<file path="src/hw/rtl/spqr_pkg.sv">
// ----------------------------------------------------------------------------
// spqr_pkg
// Request and status codes, controller/datapath interface types.
// ----------------------------------------------------------------------------
package spqr_pkg;

  localparam logic [1:0] REQ_ENQ = 2'd0;
  localparam logic [1:0] REQ_DEQ = 2'd1;
  localparam logic [1:0] REQ_REM = 2'd2;

  localparam logic [2:0] ST_QUEUED   = 3'd0;
  localparam logic [2:0] ST_DEQUEUED = 3'd1;
  localparam logic [2:0] ST_REMOVED  = 3'd2;
  localparam logic [2:0] ST_EMPTY    = 3'd3;
  localparam logic [2:0] ST_NOTFOUND = 3'd4;
  localparam logic [2:0] ST_FULL     = 3'd5;
  localparam logic [2:0] ST_INVALID  = 3'd6;

  typedef struct packed {
    logic       load;
    logic       init_enq;
    logic       init_del;
    logic       enq_rd;
    logic       enq_shift;
    logic       enq_put;
    logic       del_step;
    logic       idx_inc;
    logic       cnt_dec;
    logic       emit;
    logic [2:0] emit_status;
  } cmd_t;

  typedef struct packed {
    logic [1:0] req;
    logic       level_zero;
    logic       empty;
    logic       full;
    logic       idx_zero;
    logic       idx_last;
    logic       lvl_lt;
    logic       taken;
    logic       out_free;
  } sts_t;

endpackage

</file>
<file path="src/hw/rtl/spqr_dp.sv">
// ----------------------------------------------------------------------------
// spqr_dp
// Datapath: entry memory, walk index, fill count, request and result
// registers.
// ----------------------------------------------------------------------------
module spqr_dp import spqr_pkg::*; #(
  parameter int CAPACITY = 16,
  parameter int KEY_BITS = 32
) (
  input  logic        clk,
  input  logic        rst,
  input  cmd_t        cmd,
  output sts_t        sts,
  input  logic [1:0]  req_type,
  input  logic [31:0] user_key,
  input  logic [1:0]  user_level,
  output logic        out_valid,
  input  logic        out_stall,
  output logic [2:0]  status,
  output logic [31:0] out_key,
  output logic [1:0]  out_level
);

  localparam int AW = $clog2(CAPACITY);
  localparam int CW = $clog2(CAPACITY + 1);
  localparam int EW = KEY_BITS + 2;

  logic [EW-1:0]       mem [CAPACITY];
  logic [EW-1:0]       rd_data;
  logic [EW-1:0]       wr_data;
  logic [EW-1:0]       cap_entry;
  logic [AW-1:0]       idx;
  logic [AW-1:0]       rd_addr;
  logic [AW-1:0]       wr_addr;
  logic                wr_en;
  logic [CW-1:0]       count;
  logic [1:0]          req_r;
  logic [1:0]          level_r;
  logic [KEY_BITS-1:0] key_r;
  logic [KEY_BITS-1:0] key_in;
  logic [63:0]         key_wide;
  logic [63:0]         cap_key_wide;
  logic                found;
  logic                hit;

  assign key_wide     = 64'(user_key);
  assign key_in       = key_wide[KEY_BITS-1:0];
  assign cap_key_wide = 64'(cap_entry[EW-1:2]);

  assign hit = (req_r == REQ_DEQ) || (rd_data[EW-1:2] == key_r);

  always_comb begin
    rd_addr = cmd.enq_rd ? idx - AW'(1) : idx;
    wr_en   = cmd.enq_shift | cmd.enq_put | (cmd.del_step & found);
    wr_addr = cmd.del_step ? idx - AW'(1) : idx;
    wr_data = cmd.enq_put ? {key_r, level_r} : rd_data;
  end

  always_ff @(posedge clk) begin
    if (wr_en) begin
      mem[wr_addr] <= wr_data;
    end
    rd_data <= mem[rd_addr];
  end

  always_comb begin
    sts.req        = req_r;
    sts.level_zero = (level_r == 2'd0);
    sts.empty      = (count == '0);
    sts.full       = (count == CW'(CAPACITY));
    sts.idx_zero   = (idx == '0);
    sts.idx_last   = ((CW'(idx) + CW'(1)) == count);
    sts.lvl_lt     = (rd_data[1:0] < level_r);
    sts.taken      = found | hit;
    sts.out_free   = !out_valid || !out_stall;
  end

  always_ff @(posedge clk) begin
    if (rst) begin
      count     <= '0;
      found     <= 1'b0;
      out_valid <= 1'b0;
    end else begin
      if (cmd.enq_put) begin
        count <= count + CW'(1);
      end else if (cmd.cnt_dec) begin
        count <= count - CW'(1);
      end
      if (cmd.load) begin
        found <= 1'b0;
      end else if (cmd.del_step && hit) begin
        found <= 1'b1;
      end
      if (cmd.emit) begin
        out_valid <= 1'b1;
      end else if (!out_stall) begin
        out_valid <= 1'b0;
      end
    end
  end

  always_ff @(posedge clk) begin
    if (cmd.load) begin
      req_r   <= req_type;
      key_r   <= key_in;
      level_r <= user_level;
    end
    if (cmd.init_enq) begin
      idx <= count[AW-1:0];
    end else if (cmd.init_del) begin
      idx <= '0;
    end else if (cmd.enq_shift) begin
      idx <= idx - AW'(1);
    end else if (cmd.idx_inc) begin
      idx <= idx + AW'(1);
    end
    if (cmd.del_step && !found && hit) begin
      cap_entry <= rd_data;
    end
    if (cmd.emit) begin
      status    <= cmd.emit_status;
      out_key   <= found ? cap_key_wide[31:0] : 32'd0;
      out_level <= found ? cap_entry[1:0] : 2'd0;
    end
  end

endmodule

</file>
<file path="src/hw/rtl/spqr_ctrl.sv">
// ----------------------------------------------------------------------------
// spqr_ctrl
// Controller: decodes a request and sequences the entry walk.
// ----------------------------------------------------------------------------
module spqr_ctrl import spqr_pkg::*; (
  input  logic clk,
  input  logic rst,
  input  logic in_valid,
  output logic in_stall,
  input  sts_t sts,
  output cmd_t cmd
);

  typedef enum logic [2:0] {
    S_IDLE,
    S_DECODE,
    S_ENQ_CHK,
    S_ENQ_EV,
    S_DEL_RD,
    S_DEL_EV,
    S_EMIT
  } state_t;

  state_t     state;
  logic [2:0] res_status;

  assign in_stall = (state != S_IDLE);

  always_ff @(posedge clk) begin
    if (rst) begin
      state      <= S_IDLE;
      res_status <= ST_INVALID;
    end else begin
      case (state)
        S_IDLE: begin
          if (in_valid) begin
            state <= S_DECODE;
          end
        end
        S_DECODE: begin
          case (sts.req)
            REQ_ENQ: begin
              if (sts.level_zero) begin
                res_status <= ST_INVALID;
                state      <= S_EMIT;
              end else if (sts.full) begin
                res_status <= ST_FULL;
                state      <= S_EMIT;
              end else begin
                state <= S_ENQ_CHK;
              end
            end
            REQ_DEQ, REQ_REM: begin
              if (sts.empty) begin
                res_status <= ST_EMPTY;
                state      <= S_EMIT;
              end else begin
                state <= S_DEL_RD;
              end
            end
            default: begin
              res_status <= ST_INVALID;
              state      <= S_EMIT;
            end
          endcase
        end
        S_ENQ_CHK: begin
          if (sts.idx_zero) begin
            res_status <= ST_QUEUED;
            state      <= S_EMIT;
          end else begin
            state <= S_ENQ_EV;
          end
        end
        S_ENQ_EV: begin
          if (sts.lvl_lt) begin
            state <= S_ENQ_CHK;
          end else begin
            res_status <= ST_QUEUED;
            state      <= S_EMIT;
          end
        end
        S_DEL_RD: begin
          state <= S_DEL_EV;
        end
        S_DEL_EV: begin
          if (sts.idx_last) begin
            if (!sts.taken) begin
              res_status <= ST_NOTFOUND;
            end else if (sts.req == REQ_DEQ) begin
              res_status <= ST_DEQUEUED;
            end else begin
              res_status <= ST_REMOVED;
            end
            state <= S_EMIT;
          end else begin
            state <= S_DEL_RD;
          end
        end
        S_EMIT: begin
          if (sts.out_free) begin
            state <= S_IDLE;
          end
        end
        default: begin
          state <= S_IDLE;
        end
      endcase
    end
  end

  always_comb begin
    cmd             = '0;
    cmd.emit_status = res_status;
    case (state)
      S_IDLE: begin
        cmd.load = in_valid;
      end
      S_DECODE: begin
        cmd.init_enq = (sts.req == REQ_ENQ);
        cmd.init_del = (sts.req != REQ_ENQ);
      end
      S_ENQ_CHK: begin
        cmd.enq_rd  = !sts.idx_zero;
        cmd.enq_put = sts.idx_zero;
      end
      S_ENQ_EV: begin
        cmd.enq_shift = sts.lvl_lt;
        cmd.enq_put   = !sts.lvl_lt;
      end
      S_DEL_EV: begin
        cmd.del_step = 1'b1;
        cmd.idx_inc  = !sts.idx_last;
        cmd.cnt_dec  = sts.idx_last && sts.taken;
      end
      S_EMIT: begin
        cmd.emit = sts.out_free;
      end
      default: begin
        cmd = '0;
      end
    endcase
  end

endmodule

</file>
<file path="src/hw/rtl/stable_priority_queue_with_remove.sv">
// ----------------------------------------------------------------------------
// stable_priority_queue_with_remove
// Ordered queue of keyed entries with levels 1..3; enqueue, dequeue head and
// remove by key.
// ----------------------------------------------------------------------------
// Usage:
//   Request channel: in_valid/in_stall with req_type, user_key, user_level.
//   A request is taken when in_valid is high and in_stall is low.
//   Result channel: out_valid/out_stall with status, out_key, out_level.
//   Every request gives exactly one result.
//   One request is in work at a time; entries live in a memory with one
//   read and one write port that the controller walks entry by entry, each
//   in a read step and then a move step. Enqueue walks from the tail past the
//   entries behind the new one; dequeue and remove walk every entry held.
//   Rejected requests (empty, full, invalid level, bad type) skip the walk.
//   Reset empties the queue at once; no clearing pass, memory past the fill
//   count is never used.
//   A stalled result holds; the controller waits with the next result until
//   the output register is free, and takes no new request meanwhile.
// ----------------------------------------------------------------------------
module stable_priority_queue_with_remove import spqr_pkg::*; #(
  parameter int CAPACITY = 16,
  parameter int KEY_BITS = 32
) (
  input  logic        clk,
  input  logic        rst,
  input  logic        in_valid,
  output logic        in_stall,
  input  logic [1:0]  req_type,
  input  logic [31:0] user_key,
  input  logic [1:0]  user_level,
  output logic        out_valid,
  input  logic        out_stall,
  output logic [2:0]  status,
  output logic [31:0] out_key,
  output logic [1:0]  out_level
);

  cmd_t cmd;
  sts_t sts;

  spqr_ctrl u_ctrl (
    .clk      (clk),
    .rst      (rst),
    .in_valid (in_valid),
    .in_stall (in_stall),
    .sts      (sts),
    .cmd      (cmd)
  );

  spqr_dp #(
    .CAPACITY (CAPACITY),
    .KEY_BITS (KEY_BITS)
  ) u_dp (
    .clk        (clk),
    .rst        (rst),
    .cmd        (cmd),
    .sts        (sts),
    .req_type   (req_type),
    .user_key   (user_key),
    .user_level (user_level),
    .out_valid  (out_valid),
    .out_stall  (out_stall),
    .status     (status),
    .out_key    (out_key),
    .out_level  (out_level)
  );

endmodule

</file>
<file path="config.mk">
export PLATFORM = sky130hd
export DESIGN_NAME = stable_priority_queue_with_remove
export DESIGN_NICKNAME = d
export VERILOG_FILES = /design/src/hw/rtl/spqr_pkg.sv /design/src/hw/rtl/spqr_dp.sv /design/src/hw/rtl/spqr_ctrl.sv /design/src/hw/rtl/stable_priority_queue_with_remove.sv
export SDC_FILE = /design/constraint.sdc
export NUM_CORES = 1
export LEC_CHECK = 0
export CORE_ASPECT_RATIO = 1.25
export CORE_UTILIZATION = 40
export DETAILED_ROUTE_END_ITERATION = 12
export DONT_BUFFER_PORTS = 1
export GPL_ROUTABILITY_DRIVEN = 0
export PLACE_DENSITY = 0.59
export REMOVE_ABC_BUFFERS = 1
export SKIP_CTS_REPAIR_TIMING = 1
export SLEW_MARGIN = 5
export SYNTH_ARGS = -nofsm -noshare
export SYNTH_HDL_FRONTEND = slang
export SYNTH_SLANG_ARGS = --single-unit
</file>
<file path="constraint.sdc">
create_clock -name clk -period 6.66 [get_ports clk]
set_input_delay 0.333 -clock clk [delete_from_list [all_inputs] [get_ports clk]]
set_output_delay 0.333 -clock clk [all_outputs]
set_load 0.02 [all_outputs]
</file>
; After elaboration in Yosys (flattened, before gate mapping)
; Memories as Yosys holds them, arrays and structs flattened. A register that Yosys moved wholly into a read port is not among the register bits.
; Index checks and enable logic that the tools add are counted.
[totals]
regBits = 124
ramBits = 544
inputBits = 40
out_inout_bits = 39
wordCells = 110
memories = 1
[memory_table]
columns = name, depth, width, rd, rd_ports_with_merged_regs, wr, line_no
row1 = u_dp.mem, 16, 34, 1, 1, 1, spqr_dp.sv:28  ; logic [EW-1:0] mem [CAPACITY];
[classes]
n_addsub = 5
n_lt_le_gt_ge = 1
n_eq_ne = 19
muxes = 40
bitwise = 4
reduce_logical = 27
[op_table]
columns = operator, n
row1 = $mux 3, 14
row2 = $mux 34, 1
row3 = $eq 32x32->1, 1
row4 = $mux 4, 6
row5 = $pmux 3 s7, 1
row6 = $pmux 3 s2, 2
row7 = $pmux 3 s4, 1
row8 = $mux 5, 2
row9 = $eq 3x3->1 const B, 3
row10 = $mux 1, 8
row11 = $mux 2, 4
row12 = $ne 2x1->1 const B, 4
row13 = $reduce_bool 4->1, 2
row14 = $eq 3x2->1 const B, 2
row15 = $logic_not 1->1, 6
row16 = $reduce_and 6->1, 1
row17 = $reduce_or 6->1, 1
row18 = $add 4x1->5 const B, 1
row19 = $add 5x1->5 const B, 1
row20 = $eq 5x5->1, 1
row21 = $eq 5x5->1 const B, 1
row22 = $logic_not 5->1, 1
row23 = $sub 5x1->5 const B, 1
row24 = $add 4x1->4 const B, 1
row25 = 20 further kinds, 30

; Longest topological paths before layout
; Gate-level depths: netlist of run 1.
[depth]
word_depth = 9
ltp_mapped = 18
depth_no_buf = 12

; By module
; Synthesis of run 1 repeated with hierarchy kept, for this count alone.
[hier_totals]
hier_cells = 1323
area_unflattened_um2 = 26829.5
[by_module_without_submodules]
columns = mod, instances, cells_each, area_each_um2, seq_area_each_um2
row1 = spqr_dp, 1, 1238, 26226.4, 20489.7
row2 = spqr_ctrl, 1, 85, 603.1, 120.1

; Worst setup path before layout of run 1
; No wires, ideal clock.
[synth_path]
kind = register -> register
from = reg u_dp.idx[0]
to = mem u_dp.mem[6][0] (netlist name) (enable)
setup_time_ns = 0.425
arrival_time_ns = 4.185
required_time_ns = 6.235
slack_ns = 2.049
stages_incl_launch_ff = 13
n_path_buf = 5
synth_period_minus_slack_ns = 4.611
path_cell_list = edfxtp_1 > buf_2 > inv_1 > clkbuf_1 > clkbuf_1 > ha_1 > buf_4 > nand4bb_1 > buf_2 > o31ai_1 > o21ai_0 > o31a_1 > nor2_1
[synth_between]
elab_chain_cells = 6
word_cells_on_any_way = 8
classes_between = add/sub: 1 / mux: 4 / bitwise: 2 / reduce/logical: 1
[synth_rtl]
columns = item, line_no
row1 = start: declaration, spqr_dp.sv:32  ; logic [AW-1:0] idx;
row2 = start signal: assignment, spqr_dp.sv:109  ; idx <= count[AW-1:0];
row3 = start signal: assignment, spqr_dp.sv:113  ; idx <= idx - AW'(1);
row4 = start signal: assignment, spqr_dp.sv:115  ; idx <= idx + AW'(1);
row5 = $logic_not 4->1, spqr_dp.sv:71  ; sts.idx_zero = (idx == '0);
row6 = $pmux 1 s2, spqr_ctrl.sv:115  ; case (state)
row7 = $or 1x1->1 (2 in series), spqr_dp.sv:54  ; wr_en = cmd.enq_shift | cmd.enq_put | (cmd.del_step & found);
row8 = $mux 1, spqr_dp.sv:60  ; if (wr_en) begin
row9 = $mux 1 (implied by the code), spqr_dp.sv:61  ; mem[wr_addr] <= wr_data;
row10 = end: declaration, spqr_dp.sv:28
; Parallel ways exist; a longest one is shown, timed or not.

; Worst setup path in the final report of run 1
[layout_path]
from = reg u_dp.idx[0]
to = reg u_dp.rd_data[30], read port of u_dp.mem
[layout_between]
elab_chain_cells = 4
word_cells_on_any_way = 5
classes_between = add/sub: 1 / mux: 2 / reduce/logical: 2
[layout_rtl]
columns = item, line_no
row1 = branches (longest 3 deep; another with $sub 4x1->4), -
row2 = $mux 4 *, spqr_dp.sv:53  ; rd_addr = cmd.enq_rd ? idx - AW'(1) : idx;
row3 = end: declaration, spqr_dp.sv:29  ; logic [EW-1:0] rd_data;
; Mark *: on every way between the ends.
; A chain may end at the register's enable or synchronous reset.

==> results of run 1 <==
power breakdown:
part           internal (W)  total, W  switching, W
Sequential          0.00562   0.00590      0.000278
Combinational       0.00124   0.00350       0.00226
Clock               0.00235   0.00402       0.00167
kinds of logic (layout without fill, tap and decap cells):
group | Yosys count | count (layout) | share of synthesized area, %
AOI/OAI and AO/OA | 223 | 223 | 5.26
DFF | 702 | 702 | 67.2
buffers and inverters | 141 | 219 | 2.29
adders and majority gates | 12 | 12 | 0.514
xor gates and xnor gates | 43 | 43 | 1.23
and+or+nand+nor | 522 | 522 | 7.57
other | 0 | 1 | 0
muxes | 401 | 401 | 16.0
cells in the final DEF (no fill, tap or decap), drive strengths merged, types with 4 or more instances in the layout:
cell / count
mux4: 68
nand3b: 4
bufinv: 5
inv: 13
nand2: 288
a31oi: 4
o21ai: 29
xnor2: 40
buf: 38
edfxtp: 655
a41o: 34
and2: 39
mux2: 24
nor2b: 4
clkinv: 25
nand4: 11
dlygate4sd3: 38
nor2: 65
a22oi: 14
mux2i: 309
clkbuf: 98
dfxtp: 47
nor3: 6
o21a: 26
nand3: 85
ha: 11
a21oi: 19
a31o: 12
o22ai: 56
final cells by class:
type / count / share of cell area, %
flip-flops and latches: 702 / 59.7
multi-input cells: 1201 / 27.7
repair buffers: 76 / 2.04
clock inverters: 31 / 0.838
diodes: 1 / 0.00725
clock buffers: 98 / 5.93
well taps: 977 / 3.54
inverters: 14 / 0.156
worst max-delay path: cells and delay by family (launching register included):
family,cells,cell delay (ns)
muxes,1,0.90
buffers and inverters,2,0.74
adders and majority gates,1,0.24
and+or+nand+nor,3,1.64
AOI/OAI and AO/OA,2,0.82
DFF,1,0.32
metrics by stage:
stage | TNS [ns] | total power (W) | area, sq um
CTS | 0 | 0.0135 | 34100
finish | 0 | 0.0134 | 34500
floorplan | -3192.44 | 0.00844 | 30000
detailed placement | 0 | 0.00948 | 31800
global placement | 0 | 0.00939 | 31700
global route | 0 | 0.0139 | 34500
per-layer routing:
metal	GRT usage [%]	wire length [um]
met1	26.7	33200
met2	34.2	39200
met3	3.07	4810
met4	7.31	2230
met5	0	0
synthesized netlist by cell type (12+ instances only):
cell      count  area share, %
dfxtp_1      47            3.1
clkbuf_1     51           0.62
buf_2        49           0.80
o21a_1       26           0.64
a41o_1       34            1.1
o21ai_0      28           0.46
nor2_1       62           0.76
nand3_1      85            1.4
edfxtp_1    655             64
o22ai_1      56            1.1
mux2_2       23           0.84
inv_1        12           0.15
mux4_2       67            4.9
xnor2_1      40            1.1
a31o_2       12           0.34
nand2_1     287            3.5
a22oi_1      14           0.34
a21oi_1      18           0.29
and2_1       39           0.79
mux2i_1     308             10
final timing paths:
check                        to  slack (ns)        startpoint  cells past startpoint
max            u_dp.rd_data[30]        1.88       u_dp.idx[0]                      9
min             u_ctrl.state[0]       -0.04          in_valid                      2
max reg2reg    u_dp.rd_data[30]        1.88       u_dp.idx[0]                      9
min reg2reg  u_dp.cap_entry[23]        0.49  u_dp.rd_data[23]                      0
flip-flops by register name, indices dropped and copies added, names as in the netlist:
| signal | flops |
|---|---|
| u_ctrl.state | 3 |
| u_dp.req_r | 2 |
| u_dp.status | 3 |
| u_dp.out_key | 32 |
| u_dp.cap_entry | 34 |
| u_dp.level_r | 2 |
| u_dp.out_valid | 1 |
| u_ctrl.res_status | 3 |
| u_dp.idx | 4 |
| u_dp.out_level | 2 |
| u_dp.mem | 544 |
| u_dp.found | 1 |
| u_dp.key_r | 32 |
| u_dp.count | 5 |
| u_dp.rd_data | 34 |
==> results by group, run 1 <==
Critical path
  • Worst-path maximum fanout: 46
  • Crit path largest cell delay: 1.20 ns
  • Crit path DAT: 5.29 ns
  • Worst setup EP type: register
  • CP Cell Sequence: buf_4 -> clkinv_2 -> ha_4 -> nand4bb_1 -> mux2i_2 -> nand3_1 -> o22ai_1 -> nand2_1 -> a41o_1
  • Critical setup path kind: register to register
  • Worst EP required: 7.17 ns
  • CP max stage cell: nand3_1
  • CP Launch Type: register

Floorplan
  • Core Region: 75,900 sq um
  • Die Width: 250 um
  • Ports: 79
  • Die H: 312 um
  • Floorplan row count: 113
  • Starting Density: 40.4%
  • Die ar.: 77,800 sq um

Route
  • 1st-iter DRT viols: 1,681
  • Vias per cell: 5.78
  • Routed WL: 79,500 um
  • DRC Markers: 0
  • Drt wl/cell: 25.6 um
  • ANT nets after route: 0
  • Vias post-DR: 17,913
  • Drt pass-1 iters: 5

Outcome
  • Failing checks: hold timing
  • Status: finished with violations

Global route
  • First-pass GRT wire length: 117,000 um
  • Total track usage: 20.3%
  • Largest net degree at the start of global routing: 59
  • Gr ovfl total: 0
  • Number of global-route vias before repair: 17,999
  • Antenna violations before repair: 2

Logic synthesis
  • Post-synth EDFFs: 655
  • Area of the mapped netlist: 30,700 sq um
  • Synth Area per Inst: 15.0 sq um
  • Cell count after synthesis: 2,044
  • Seq/Total Area, Yosys: 67.2%
  • Ys flop type: edfxtp_1
  • Synth unique cells: 72
  • Asr flop ratio synth: 0%
  • Post-synthesis register bit count: 702
  • Ys Warns: 0

STA
  • Measured slew at the worst slew-check pin: 1.33 ns
  • Endpoints failing setup: 0
  • Slew margin rel.: 10.9%
  • Final count of hold timing violations: 2
  • Clock Skew: 0.0253 ns
  • Crit share post-route: 71.7%
  • Fmax: 0.209 GHz
  • Final hold slack: -0.0426 ns
  • Final min period: 4.78 ns
  • Fin. max-slew vios: 0
  • Final Worst Setup Slack: 1.88 ns
  • RSZ-0062 raised after global routing: false

Hold path
  • Min-delay worst type: input pin to register

Clock tree
  • Worst-Skew Late Latency: 0.63 ns
  • Total CTS buffers: 74
  • Max clock buf depth: 3
  • Clock transition at the registers of the reported paths: 0.07 ns
  • Htree depth: 3
  • CTS sink cnt: 702
  • CTS tree: built
  • CTS root buffer: clkbuf_16

Final layout
  • Multi-input gate area: 9570 sq um
  • Final Non-Filler Cells: 3,100
  • Reg area: 20,600 sq um
  • Number of fill cells: 6,438
  • Layout cells sized above 1: 13.3%
  • Layout Utilization: 45.4%
  • Nets: 2,121
  • P&R area growth vs syn: 12.4%

Placed design
  • PortBufs: 0
  • Hpwl dp: 48,000 um
  • Setup WS pre-CTS: 1.86 ns
  • Dpl cells: 2,931

Power and ir drop
  • Maximum VDD drop: 0.230 mV
  • PwrDens: 389 nW/um^2
  • Static leakage: 12.1 nW

Flow run
  • Max-Cap Viols: 0
Power figures use the tool's default switching activity.
==> run 2: changes to the inputs <==
- clock period: 6.66 -> 5 ns (I/O delays scaled with it)
==> run 2 against run 1 <==
Compared with the run above: the flow now finishes without violations; routed wire length is 2.3% higher; register-to-register slack worse by 0.71 ns; worst setup slack worse by 0.71 ns; via count hardly changed; sequential share of layout area is 0.12 points lower; fmax is 25% higher; clock skew is 0.0090 ns higher; hold slack better by 0.15 ns; first-iteration DRC count is 4.5% lower.
==> results by group, run 2 (synthesis results as in run 1) <==
STA
  • Slew margin rel.: 7.54%
  • Setup TNS: 0 ns
  • Final min period: 3.82 ns
  • Final count of hold timing violations: 0
  • Clock Skew: 0.0343 ns
  • Endpoints failing setup: 0
  • Measured slew at the worst slew-check pin: 1.38 ns
  • Fin. max-slew vios: 0
  • Crit share post-route: 76.5%
  • Fmax: 0.261 GHz
  • RSZ-0062 raised after global routing: false
  • Final Worst Setup Slack: 1.18 ns

Final layout
  • Commonest non-fill, non-tap cell in the layout: edfxtp_1
  • Layout cells sized above 1: 13.6%
  • Number of fill cells: 6,494
  • Regs by FF count: u_dp.mem (544), u_dp.cap_entry (34), u_dp.rd_data (34)
  • Final Non-Filler Cells: 3,107
  • Nets: 2,125
  • Reg with most FFs: u_dp.mem
  • P&R area growth vs syn: 12.6%
  • Number of flip-flops in the largest register: 544
  • # diodes: 0
  • Most frequent cells in the layout: edfxtp_1, mux2i_1, nand2_1

Route
  • Drt wl/cell: 26.2 um
  • DRC Markers: 0
  • 1st-iter DRT viols: 1,606
  • Routed WL: 81,400 um
  • Drt pass-1 iters: 7
  • Vias post-DR: 17,929
  • Vias per cell: 5.77
  • ANT nets after route: 0

Floorplan
  • Starting Density: 40.4%
  • Die Width: 250 um
  • Die H: 312 um
  • Floorplan row count: 113
  • Ports: 79
  • Die ar.: 77,800 sq um
  • Core Region: 75,900 sq um

Placed design
  • Setup WS pre-CTS: 1.23 ns
  • PortBufs: 0
  • Dpl cells: 2,937
  • Hpwl dp: 48,900 um

Global route
  • Antenna violations before repair: 1
  • First-pass GRT wire length: 119,000 um
  • Largest net degree at the start of global routing: 101
  • Total track usage: 20.8%
  • Number of global-route vias before repair: 17,949
  • Gr ovfl total: 0

Critical path
  • CP Cell Sequence: inv_1 -> ha_4 -> nand4bb_1 -> o31ai_1 -> o21ai_0 -> o31a_1 -> nor2_4 -> buf_4
  • Critical setup path kind: register to register
  • CP Launch Type: register
  • CP max stage cell: o31ai_1
  • Worst setup EP type: register
  • Crit path max-delay family: compound AO/OA/AOI/OAI gates
  • Worst-path maximum fanout: 23
  • Buf/Inv on CP: 2
  • Crit path DAT: 4.09 ns
  • Worst EP required: 5.27 ns
  • Crit path largest cell delay: 0.74 ns

Clock tree
  • CTS tree: built
  • Total CTS buffers: 72
  • Worst-Skew Late Latency: 0.64 ns
  • Htree depth: 3
  • CTS sink cnt: 702
  • Max clock buf depth: 3
  • CTS root buffer: clkbuf_16
  • Clock transition at the registers of the reported paths: 0.06 ns

Outcome
  • Status: complete, no violations

Hold path
  • Min-delay worst type: input pin to register

Flow run
  • Max-Cap Viols: 0

Power and ir drop
  • Static leakage: 12.1 nW
  • Total power: 0.0179 W
  • Maximum VDD drop: 0.336 mV
  • PwrDens: 519 nW/um^2
==> run 2: cell count changes in the layout (fill, tap and decap cells not counted), moves of 2 or more <==
cell,change
buf_12,+5
clkbuf_16,-4
clkinv_8,+2
inv_6,+3
==> run 2: metrics by stage <==
stage	area [sq um]	hold WS [ns]	utilization [%]
after floorplan	30000	0.319	-
after global placement	31900	0.322	42.0
after detailed placement	31900	0.326	42.0
after CTS	34200	-0.355	45.0
after global routing	34600	0.108	45.5
final	34600	0.112	45.5
==> run 2: power by group <==
group / switching, W / total [W] / internal (W)
registers: 0.000358 / 0.00785 / 0.00749
logic: 0.00314 / 0.00480 / 0.00166
clock network: 0.00227 / 0.00528 / 0.00302
total: 0.00577 / 0.0179 / 0.0122
==> run 2: path summary, 6_finish.rpt <==
path | start | cells past startpoint | endpoint | slack (ns)
max reg2reg | u_dp.idx[1] | 8 | u_dp.mem[14][22] | 1.18
min reg2reg | u_dp.rd_data[28] | 0 | u_dp.cap_entry[28] | 0.48
min | in_valid | 2 | u_dp.key_r[3] | 0.11
max | u_dp.idx[1] | 8 | u_dp.mem[14][22] | 1.18
==> run 2: area by class of cell <==
cell class	count	area, sq um	area share [%]
multi-input combinational	1201	9570	27.7
tap	977	1220	3.54
sequential	702	20600	59.6
timing repair buffer	82	813	2.35
clock inverter	37	349	1.01
inverter	14	53.8	0.156
clock buffer	94	1940	5.63
==> run 2: metal layers <==
metal	GRT usage [%]	up-vias	wire [um]
li1	-	7930	-
met1	27.3	9217	33900
met2	34.9	667	40000
met3	3.46	115	5440
met4	6.97	0	2010
met5	0	-	0
==> run 2: worst reg2reg max path: stages (launching register included) <==
cell       delay [ns]
edfxtp_1         0.39
inv_1            0.15
ha_4             0.21
nand4bb_1        0.36
o31ai_1          0.74
o21ai_0          0.24
o31a_1           0.43
nor2_4           0.46
buf_4            0.48
==> run 3: changes to the inputs <==
- ABC_AREA: unset -> 1
- PLACE_DENSITY: 0.59 -> 0.61
- clock period: 5 -> 3.05 ns (I/O delays scaled with it)
==> run 3 against run 2 <==
Compared with the run above: register-to-register slack got worse by 1.0 ns; worst setup slack got worse by 1.0 ns; critical path type unchanged; sequential share of layout area increased by 2.9 points; non-clock buffer count increased by 49; routed wire length decreased by 11%; clock power increased by 67%; largest cell class unchanged; combinational power increased to 2.8 times the previous value.
==> results by group, run 3 <==
Floorplan
  • Die Width: 240 um
  • Core Region: 69,600 sq um
  • Die ar.: 71,700 sq um
  • Floorplan row count: 108
  • Starting Density: 40.6%
  • Die H: 299 um
  • Ports: 79

STA
  • Slew margin rel.: 49.6%
  • Setup TNS: 0 ns
  • Fin. max-slew vios: 0
  • Clock Skew: 0.0302 ns
  • Final min period: 2.91 ns
  • Fmax: 0.344 GHz
  • Measured slew at the worst slew-check pin: 0.757 ns
  • Crit share post-route: 95.3%
  • Endpoints failing setup: 0
  • Final count of hold timing violations: 0
  • RSZ-0062 raised after global routing: true

Global route
  • First-pass GRT wire length: 108,000 um
  • Met3 Use GR: 2.63%
  • Total track usage: 20.5%
  • M2 GR Usage: 34.8%
  • GR peak layer: met2
  • Met1 Usage GRT: 26.5%
  • Largest net degree at the start of global routing: 78
  • Antenna violations before repair: 2
  • Number of global-route vias before repair: 17,439
  • Gr ovfl total: 0

Critical path
  • Critical Path Sink: u_dp.mem[9][17]
  • Critical R2R Launch: u_dp.level_r[1]
  • Worst EP required: 3.34 ns
  • Critical Path Source: u_dp.level_r[1]
  • CP Cell Sequence: inv_1 -> ha_1 -> o21ai_0 -> nand3_1 -> o211ai_1 -> nand3_1 -> nor2_4 -> buf_12
  • R2R cell count: 8
  • Buf/Inv on CP: 2
  • Critical Path Most Common Cell: nand3_1
  • Worst path depth: 8
  • CP max stage cell: nand3_1
  • Critical setup path kind: register to register
  • Worst-path maximum fanout: 30
  • Worst setup EP type: register
  • Crit path max-delay family: simple AND/OR/NAND/NOR gates
  • RR Endpoint: u_dp.mem[9][17]
  • Reg2reg setup slack: 0.14 ns
  • Crit path DAT: 3.20 ns
  • Crit path largest cell delay: 0.45 ns
  • CP Launch Type: register

Power and ir drop
  • Total power: 0.0354 W
  • PwrDens: 1070 nW/um^2
  • Static leakage: 11.8 nW
  • Maximum VDD drop: 0.725 mV

Clock tree
  • Worst-Skew Late Latency: 0.63 ns
  • CTS sink cnt: 702
  • Total CTS buffers: 72
  • CTS root buffer: clkbuf_16
  • Max clock buf depth: 3
  • Clock transition at the registers of the reported paths: 0.06 ns
  • Htree depth: 3
  • CTS tree: built

Route
  • DRC Markers: 0
  • Drt pass-1 iters: 5
  • Vias per cell: 5.32
  • 1st-iter DRT viols: 1,633
  • Vias post-DR: 17,862
  • Drt wl/cell: 21.7 um
  • Routed WL: 72,800 um
  • ANT nets after route: 0

Logic synthesis
  • Synth top cells by count: edfxtp_1, nand2_1, o21ai_0
  • Post-synth EDFFs: 655
  • Synth top area cells: edfxtp_1, o211ai_1, o21ai_0
  • Seq/Total Area, Yosys: 72.9%
  • Cell count after synthesis: 2,280
  • Synth Area per Inst: 12.4 sq um
  • Post-synthesis register bit count: 702
  • Synth top area share: 69.6%
  • Synth unique cells: 36
  • Area of the mapped netlist: 28,300 sq um
  • Leading cell type by number of instances after synthesis: edfxtp_1
  • Ys Warns: 0
  • Asr flop ratio synth: 0%
  • Post-synth top area cell: edfxtp_1
  • Ys flop type: edfxtp_1

Hold path
  • Min-delay src: user_key[31]
  • Min-delay worst type: input pin to register

Outcome
  • Status: complete, no violations

Final layout
  • Most frequent cells in the layout: edfxtp_1, nand2_1, o21ai_0
  • Final Instance Area: 32,900 sq um
  • Nets: 2,414
  • Reg with most FFs: u_dp.mem
  • Regs by FF count: u_dp.mem (544), u_dp.cap_entry (34), u_dp.rd_data (34)
  • Commonest non-fill, non-tap cell in the layout: edfxtp_1
  • P&R area growth vs syn: 16.6%
  • Layout cells sized above 1: 9.96%
  • # diodes: 0
  • Number of flip-flops in the largest register: 544

Placed design
  • PortBufs: 0
  • Area post-placement: 30,200 sq um
  • Hpwl dp: 41,900 um

Flow run
  • Max-Cap Viols: 0
==> run 3: changes by cell type in the layout (fill, tap and decap cells not counted), sizes merged, moves of 24 or more <==
cell / delta
o22ai: -53
nor2: +158
a41o: -34
o21a: -26
and2: -39
mux4: -68
mux2i: -309
nand2: +41
buf: +48
inv: +217
mux2: -24
o21ai: +299
o211ai: +171
==> run 3: power breakdown <==
part | internal, W | switching (W)
sequential | 0.0127 | 0.000620
combinational | 0.00393 | 0.00938
clock | 0.00510 | 0.00371
==> run 3: routing by layer <==
metal  vias to the layer above  share of wire, %  wire length [um]
met5                         -                 0                 0
li1                       8232                 -                 -
met4                         0               3.0              2200
met3                       137               6.4              4690
met2                       683                50             36300
met1                      8810                41             29600
==> run 3: through the flow <==
stage	hold slack [ns]	worst slack, ns	instances	util [%]
3_5_place_dp	0.225	0.169	3183	43.4
4_1_cts	-0.426	0.149	3315	46.8
3_3_place_gp	0.224	0.129	3183	43.4
6_report	0.139	0.143	3355	47.3
5_1_grt	0.128	-0.0876	3355	47.3
2_1_floorplan	0.222	-2.04	2157	-
==> run 3: worst min-delay path by stage <==
stage | cells after the start | end | slack, ns
CTS | 1 | u_ctrl.state[2] | -0.43
global placement | 1 | u_dp.count[0] | 0.22
finish | 1 | u_dp.key_r[31] | 0.14
floorplan | 1 | u_ctrl.res_status[0] | 0.22
global route | 1 | u_dp.key_r[18] | 0.13
detailed placement | 1 | u_dp.count[4] | 0.22
==> run 3: final cells by class <==
cell class              count  area (sq um)
inverters                 233           878
multi-input cells        1222          6330
repair buffers            131          1580
flip-flops and latches    702         20600
clock buffers              94          1970
well taps                 935          1170
clock inverters            38           402
fillers                  6050         36700
==> run 3: logic make-up after synthesis <==
kind of cell / synth area share [%]
flops: 72.9
simple gates: 9.25
xor+xnor: 1.05
fa+ha+maj: 0.558
buf+inv: 5.30
compound gates: 10.9
